### config.mk
export PLATFORM = sky130hd
export DESIGN_NAME = cau_step
export DESIGN_NICKNAME = d
export VERILOG_FILES = /design/src/hdl/cau_pkg.sv /design/src/hdl/cau_step.sv
export SDC_FILE = /design/constraint.sdc
export NUM_CORES = 1
export LEC_CHECK = 0
export BUFFER_PORTS_ARGS = -buffer_cell sky130_fd_sc_hd__buf_2
export CORE_AREA = 5 5 298 300
export DETAILED_ROUTE_END_ITERATION = 10
export DIE_AREA = 0 0 303 305
export GPL_TIMING_DRIVEN = 0
export SLEW_MARGIN = 20
export SYNTH_ARGS = -nofsm -noshare
export SYNTH_HDL_FRONTEND = slang
export SYNTH_SLANG_ARGS = --single-unit
### constraint.sdc
create_clock -name clk -period 12.1 [get_ports clk]
set_input_delay 3.63 -clock clk [delete_from_list [all_inputs] [get_ports clk]]
set_output_delay 3.63 -clock clk [all_outputs]
set_load 0.005 [all_outputs]
### src/hdl/cau_pkg.sv
// shared types, constants and helpers of the complex arithmetic unit
// no dependencies; used by cau_step and complex_arithmetic_unit
package cau_pkg;

  localparam int DATA_W            = 16;
  localparam int FRAC_BITS_DEF     = 8;
  localparam int CORDIC_STAGES_DEF = 16;
  localparam int ATAN_TAB_N        = 24;
  localparam int QUOT_W            = 16;   // divider quotient bits below overflow
  localparam int SQRT_STEPS        = 16;   // root bits of a 32-bit radicand
  localparam int DIV_W             = 50;   // divider remainder, fits FRAC_BITS up to 14
  localparam int DEN2_W            = 33;
  localparam int SQ_W              = 32;
  localparam int SQR_W             = 33;
  localparam int CX_W              = 36;
  localparam int CZ_W              = 34;

  localparam logic [2:0] OP_ADD   = 3'd0;
  localparam logic [2:0] OP_SUB   = 3'd1;
  localparam logic [2:0] OP_MUL   = 3'd2;
  localparam logic [2:0] OP_DIV   = 3'd3;
  localparam logic [2:0] OP_CONJ  = 3'd4;
  localparam logic [2:0] OP_SCALE = 3'd5;
  localparam logic [2:0] OP_EQ    = 3'd6;
  localparam logic [2:0] OP_POLAR = 3'd7;

  localparam logic signed [CZ_W-1:0] ANG_HALF_PI = 34'sd1686629713;
  localparam logic signed [CZ_W-1:0] PH_MAX      = 34'sd25736;
  localparam logic signed [CZ_W-1:0] PH_RND      = 34'sd65536;
  localparam int                     PH_SHIFT    = 17;

  typedef struct packed {
    logic [2:0]               op;
    logic signed [DATA_W-1:0] rr;
    logic signed [DATA_W-1:0] ri;
    logic                     sat;
    logic                     eq;
    logic                     dz;
    logic                     ovf_re;
    logic                     ovf_im;
    logic                     neg_re;
    logic                     neg_im;
    logic [DIV_W-1:0]         rem_re;
    logic [DIV_W-1:0]         rem_im;
    logic [DEN2_W-1:0]        den2;
    logic [QUOT_W-1:0]        q_re;
    logic [QUOT_W-1:0]        q_im;
    logic [SQ_W-1:0]          sq_v;
    logic [SQR_W-1:0]         sq_r;
    logic signed [CX_W-1:0]   cx;
    logic signed [CX_W-1:0]   cy;
    logic signed [CZ_W-1:0]   cz;
    logic                     czero;
  } pipe_t;

  // atan(2^-i) in Q2.30, truncated
  function automatic logic signed [CZ_W-1:0] atan_lut(input int unsigned idx);
    logic signed [CZ_W-1:0] a;
    unique case (idx)
      0:  a = 34'sd843314856;
      1:  a = 34'sd497837829;
      2:  a = 34'sd263043836;
      3:  a = 34'sd133525158;
      4:  a = 34'sd67021686;
      5:  a = 34'sd33543515;
      6:  a = 34'sd16775850;
      7:  a = 34'sd8388437;
      8:  a = 34'sd4194282;
      9:  a = 34'sd2097149;
      10: a = 34'sd1048575;
      11: a = 34'sd524287;
      12: a = 34'sd262143;
      13: a = 34'sd131071;
      14: a = 34'sd65535;
      15: a = 34'sd32767;
      16: a = 34'sd16383;
      17: a = 34'sd8191;
      18: a = 34'sd4095;
      19: a = 34'sd2047;
      20: a = 34'sd1023;
      21: a = 34'sd511;
      22: a = 34'sd255;
      23: a = 34'sd127;
      default: a = '0;
    endcase
    return a;
  endfunction

  // {clip flag, value} of a signed value clipped to 16 bits
  function automatic logic [DATA_W:0] sat16(input logic signed [39:0] v);
    logic [DATA_W:0] r;
    if (v > 40'sd32767) begin
      r = {1'b1, 16'h7FFF};
    end else if (v < -40'sd32768) begin
      r = {1'b1, 16'h8000};
    end else begin
      r = {1'b0, v[DATA_W-1:0]};
    end
    return r;
  endfunction

endpackage

### src/hdl/cau_step.sv
// one registered iteration stage: a restoring divider bit for both quotients,
// a square-root digit and a vectoring cordic rotation, each if STEP is in range; depends on cau_pkg
module cau_step #(
  parameter int STEP   = 0,
  parameter int CS_EFF = cau_pkg::CORDIC_STAGES_DEF
) (
  input  logic           clk,
  input  logic           rst_n,
  input  logic           en,
  input  logic           in_vld,
  input  cau_pkg::pipe_t in_d,
  output logic           out_vld,
  output cau_pkg::pipe_t out_d
);

  localparam int  DW      = cau_pkg::DIV_W;
  localparam int  SRW     = cau_pkg::SQR_W;
  localparam int  SW      = cau_pkg::SQ_W;
  localparam bit  DO_DIV  = (STEP < cau_pkg::QUOT_W);
  localparam bit  DO_SQ   = (STEP < cau_pkg::SQRT_STEPS);
  localparam bit  DO_COR  = (STEP < CS_EFF);
  localparam int  QI      = DO_DIV ? cau_pkg::QUOT_W - 1 - STEP : 0;
  localparam int  SQB     = DO_SQ ? 2 * (cau_pkg::SQRT_STEPS - 1 - STEP) : 0;
  localparam int  AIDX    = DO_COR ? STEP : 0;
  localparam logic signed [cau_pkg::CZ_W-1:0] ATAN = cau_pkg::atan_lut(AIDX);

  logic                             vld_r;
  cau_pkg::pipe_t                   d_r;
  cau_pkg::pipe_t                   d_nxt;
  logic [DW-1:0]                    dsub;
  logic [SRW-1:0]                   sq_bit;
  logic [SRW-1:0]                   sq_try;
  logic signed [cau_pkg::CX_W-1:0]  dx;
  logic signed [cau_pkg::CX_W-1:0]  dy;

  assign dsub   = DW'(in_d.den2) << QI;
  assign sq_bit = SRW'(1) << SQB;
  assign sq_try = in_d.sq_r + sq_bit;
  assign dx     = in_d.cy >>> STEP;
  assign dy     = in_d.cx >>> STEP;

  always_comb begin
    d_nxt = in_d;
    if (DO_DIV) begin
      if (in_d.rem_re >= dsub) begin
        d_nxt.rem_re   = in_d.rem_re - dsub;
        d_nxt.q_re[QI] = 1'b1;
      end
      if (in_d.rem_im >= dsub) begin
        d_nxt.rem_im   = in_d.rem_im - dsub;
        d_nxt.q_im[QI] = 1'b1;
      end
    end
    if (DO_SQ) begin
      if ({1'b0, in_d.sq_v} >= sq_try) begin
        d_nxt.sq_v = SW'({1'b0, in_d.sq_v} - sq_try);
        d_nxt.sq_r = (in_d.sq_r >> 1) + sq_bit;
      end else begin
        d_nxt.sq_r = in_d.sq_r >> 1;
      end
    end
    if (DO_COR) begin
      // rotate toward the x axis
      if (!in_d.cy[cau_pkg::CX_W-1]) begin
        d_nxt.cx = in_d.cx + dx;
        d_nxt.cy = in_d.cy - dy;
        d_nxt.cz = in_d.cz + ATAN;
      end else begin
        d_nxt.cx = in_d.cx - dx;
        d_nxt.cy = in_d.cy + dy;
        d_nxt.cz = in_d.cz - ATAN;
      end
    end
  end

  always_ff @(posedge clk) begin
    if (!rst_n) begin
      vld_r <= 1'b0;
    end else if (en) begin
      vld_r <= in_vld;
    end
  end

  always_ff @(posedge clk) begin
    if (en) begin
      d_r <= d_nxt;
    end
  end

  assign out_vld = vld_r;
  assign out_d   = d_r;

endmodule
# Word-level counts from Yosys, hierarchy flattened

Cells that the tools add are included.

$add $sub $neg: 10
Order comparisons: 3
Multiplexer cells: 5

Operators by type and width:

| kind                                                                   | number |
|---|---|
| 106-bit two-way mux                                                    | 1 |
| 50-bit by 48-bit >= comparator with 1-bit output                       | 2 |
| 50-bit two-way mux                                                     | 2 |
| 50-bit by 48-bit subtractor with 50-bit output                         | 2 |
| 36-bit subtractor                                                      | 2 |
| 32-bit two-way mux                                                     | 2 |
| 36-bit adder                                                           | 1 |
| 34-bit by 31-bit adder with 34-bit output (second input constant)      | 1 |
| 34-bit by 31-bit subtractor with 34-bit output (second input constant) | 1 |
| 32-bit by 31-bit adder with 33-bit output (second input constant)      | 1 |
| 33-bit by 31-bit adder with 33-bit output (second input constant)      | 1 |
| 32-bit by 33-bit >= comparator with 1-bit output                       | 1 |
| 32-bit subtractor                                                      | 1 |

Register bits after elaboration: 380
Bits of input ports: 383
Output and inout bits: 380

# Depth between registers and ports, before layout

Depth after elaboration: 3
Depth in mapped cells: 16

# Worst setup path before layout

Ideal clock, no wire load.

Path kind: in2reg
Start: input in_d[70] (netlist bit)
End: register d_r, in the netlist out_d[29], data pin
Library setup time: 0.260 ns
Data arrival time: 7.157 ns
Setup slack: 4.684 ns
Cell stages on the path: 14
Buffers on the path: 3
Cells stage by stage: clkbuf_1 -> inv_1 -> clkbuf_1 -> clkbuf_1 -> ha_1 -> a21oi_1 -> o21ai_0 -> a2111oi_0 -> o31ai_1 -> a311o_1 -> a21oi_1 -> o21ai_0 -> a21boi_0 -> xnor2_1

RTL lines:

| what                   | line           | text |
|---|---|---|
| start: declaration     | cau_step.sv:11 | `input cau_pkg::pipe_t in_d,` |
| end signal: assignment | cau_step.sv:86 | `d_r <= d_nxt;` |
| end: declaration       | cau_step.sv:28 | `cau_pkg::pipe_t d_r;` |

==> impl_metrics.yaml <==
status:
  status: "complete, no violations"
sta:
  clock_skew_ps: 0
  rsz0062_at_grt: "no"
  final_hold_viol_count: 0
  slew_headroom_pct: 26.9
  fmax_ghz: 0.111
  setup_violations: 0
  fin_crit_sh_pct: 74.1
  slew_viol_final: 0
  tns_ps: 0
  tightest_slew_ps: 1100
  period_needed_ps: 8970
yosys:
  ys_ff_latch: 379
  synth_edf_count: 378
  ys_top_cells_by_count: "edfxtp_1 (378), a21oi_1 (256), ha_1 (238), inv_1 (211), o21ai_0 (197)"
  synth.top_cell.area_share_pct: 44.1
  syn_area_um2: 25800
  synthTopCellsByArea: "edfxtp_1 (44%), ha_1 (12%), a21oi_1 (5.0%)"
  synth.largest_area_cell: "edfxtp_1"
  synth.distinct_cells: 76
  yosysSeqAreaShare_pct: 44.1
  synthCells: 2583
  ys_async_sr_fraction_pct: 0
  synth.most_common_cell: "edfxtp_1"
  synthFlopType: "edfxtp_1"
  yosys_warnings: 0
  synth_nets: 3211
  avgSynthCellArea_um2: 9.97
critical_path:
  cpMaxStageDelayCell: "a2111oi_1"
  crit_buf_inv: 5
  crit_chain: "buf_2 > clkbuf_1 > inv_1 > clkbuf_1 > clkbuf_2 > ha_1 > a21oi_1 > o21ai_1 > a2111oi_1 > o31ai_1 > a311o_1 > a21oi_1 > o21ai_0 > a31oi_1 > xnor2_1"
  cp-start-kind: "input pin"
  rr_startpoint: "out_vld"
  critPathRequiredTime_ps: 12440
  crit_arrival_ps: 9310
  end_kind: "flip-flop"
  crit_type: "input pin to flip-flop"
  rr_endpoint: "out_vld"
  cp_max_fo: 16
  ff2ff_path_depth: 2
  r2r_slack_ps: 11510
  cpPeakStageDelay_ps: 1020
  critPathTopFamily: "compound AO/OA/AOI/OAI gates"
placement:
  io_buffers: 762
  dpl.hpwl_um: 82200
  finalWeightedCongestion: 0.926
  placedCellCount: 4505
clock_tree:
  clk_path_buf_depth: 3
  holdBufCountCts: 0
  h-tree-depth: 2
  cts_buffers: 46
  clock_sinks: 379
  cts_tree: "yes"
  postCtsSetupRepairBufs: 0
  cts.clk_slew.worst_paths_ps: 60
  cts_resized: 0
  clkLatencyLatePin_ps: 610
  cts-root-buf: "clkbuf_16"
routing:
  detail_route.wirelength_um: 101000
  route.detailed.drc: 0
  ant_nets: 0
  m1WireLength_um: 38800
  wl_met3_um: 9300
  maxUsedRoutingLayer: "met5"
  avgViaCountPerCell: 5.10
  routed-via-count: 23500
  routedWlPerCell_um: 21.9
  drt_first_pass_iters: 5
  routed-wl-met2_um: 49700
  drtIter0Drc: 1637
floorplanning:
  fp.dieArea_um2: 92400
  rows: 108
  die_h_um: 305
  coreArea_um2: 85900
  start_util_pct: 30.0
  ios: 763
  dieWidth_um: 303
pwr:
  p_seq_share_pct: 40.2
  power_frac_clock_pct: 31.8
  vdd_drop_max_v: 0.000101
  p_comb_share_pct: 28.0
  power_leakage_uw: 0.0144
  switching_power_uw: 1340
  switching_share_pct: 31.8
  power_density_nw_per_um2: 129
  internal-power_uw: 2870
global_routing:
  grt_max_degree: 96
  grt_usage_pct: 20.5
  grt.overflow.total: 0
  grt_pass1_wl_um: 145000
  grt_pass1_vias: 22900
  antenna_found_initial: 41
final_layout:
  final_nets: 4026
  layout-area-overhead-vs-synth_pct: 26.7
  drive_gt1_share_pct: 25.9
  fin_cells: 4615
  fillers: 8725
run:
  drv_cap: 0
hold_path:
  holdPathEnd: "out_vld"
  hold_depth: 2
  hp-start: "out_vld"
  min_path_type: "flip-flop to flip-flop"
[registers in the layout, indices dropped and copies added (netlist names)]
name / flops
out_d: 378
out_vld: 1
[worst reg2reg max path: stages, from the launching register on]
cell	delay, ps
dfxtp_1	310
mux2i_1	120
nor2b_1	60
[metal layers]
layer,global-route usage [%],up-vias
li1,-,11200
met1,23.9,11100
met2,35.9,1039
met3,6.09,188
met4,7.03,20
met5,0,-
[cell type report]
type	count	area, um^2	share of cell area [%]
well taps	1155	1450	4.43
clock inverters	23	213	0.652
flip-flops and latches	379	11400	34.8
diodes	28	70.1	0.215
inverters	217	815	2.50
repair buffers	767	3950	12.1
plain buffers	88	357	1.09
multi-input cells	1899	13200	40.5
clock buffers	59	1200	3.68
[metrics by stage]
step           power, uW  setup slack [ps]  instance area [um^2]  utilization [%]  hold WS (ps)
2_1_floorplan       2360              4680                 25800                -           507
3_3_place_gp        2900               657                 31000             36.1           494
3_5_place_dp        2890              2290                 31200             36.3           514
4_1_cts             4270              2920                 32600             37.9           532
5_1_grt             4440              2770                 32600             37.9           551
6_report            4220              3130                 32600             38.0           530
[cell families (layout without fill, tap and decap cells)]
family          after synthesis  after routing  share of synthesized area, %
compound gates              815            815                          19.9
xor+xnor                    178            178                          6.05
fa+ha+maj                   245            245                          12.1
buf+inv                     305           1154                          4.54
flops                       379            379                          44.1
mux                          37             37                          1.54
other cells                   0             28                             0
simple gates                624            624                          11.7
[how the worst max path moves through the flow]
stage | start | end | slack [ps] | depth (start not counted)
global route | in_d[70] | out_d[33] | 2770 | 15
detailed placement | in_d[70] | out_d[33] | 2290 | 15
CTS | in_d[70] | out_d[33] | 2920 | 15
global placement | in_d[70] | out_d[33] | 660 | 15
floorplan | in_d[70] | out_d[29] | 4680 | 14
finish | in_d[70] | out_d[33] | 3130 | 15
[power by group through the flow]
| stage | Combinational (uW) | Sequential (uW) | Clock (uW) |
|---|---|---|---|
| after detailed placement | 1170 | 1720 | 0 |
| after CTS | 1180 | 1700 | 1390 |
| after global placement | 1170 | 1740 | 0 |
| after floorplan | 616 | 1740 | 0 |
| after global routing | 1290 | 1710 | 1440 |
| final | 1180 | 1700 | 1340 |
[cells in the final DEF, fill, tap and decap left out, types with 15 or more instances in the layout]
master	netlist	layout
a211oi_1	16	16
clkbuf_1	65	77
diode_2	0	28
nand2_1	152	152
mux2_2	20	20
nor2b_1	39	39
nand4_1	34	34
o21a_1	28	28
inv_1	211	211
xnor2_1	123	123
nand3_1	43	43
o21bai_1	39	39
clkbuf_16	0	46
a21o_1	102	102
nand2b_1	32	32
and3_1	24	24
o21ai_0	197	196
a21oi_1	256	256
nor2_1	180	180
o31ai_1	20	20
nor3_1	40	40
edfxtp_1	378	378
mux2i_1	17	17
xor2_1	55	55
ha_1	238	238
a31oi_1	23	23
buf_2	11	772
nor4_1	15	15
(Power assumes the default switching activity.)
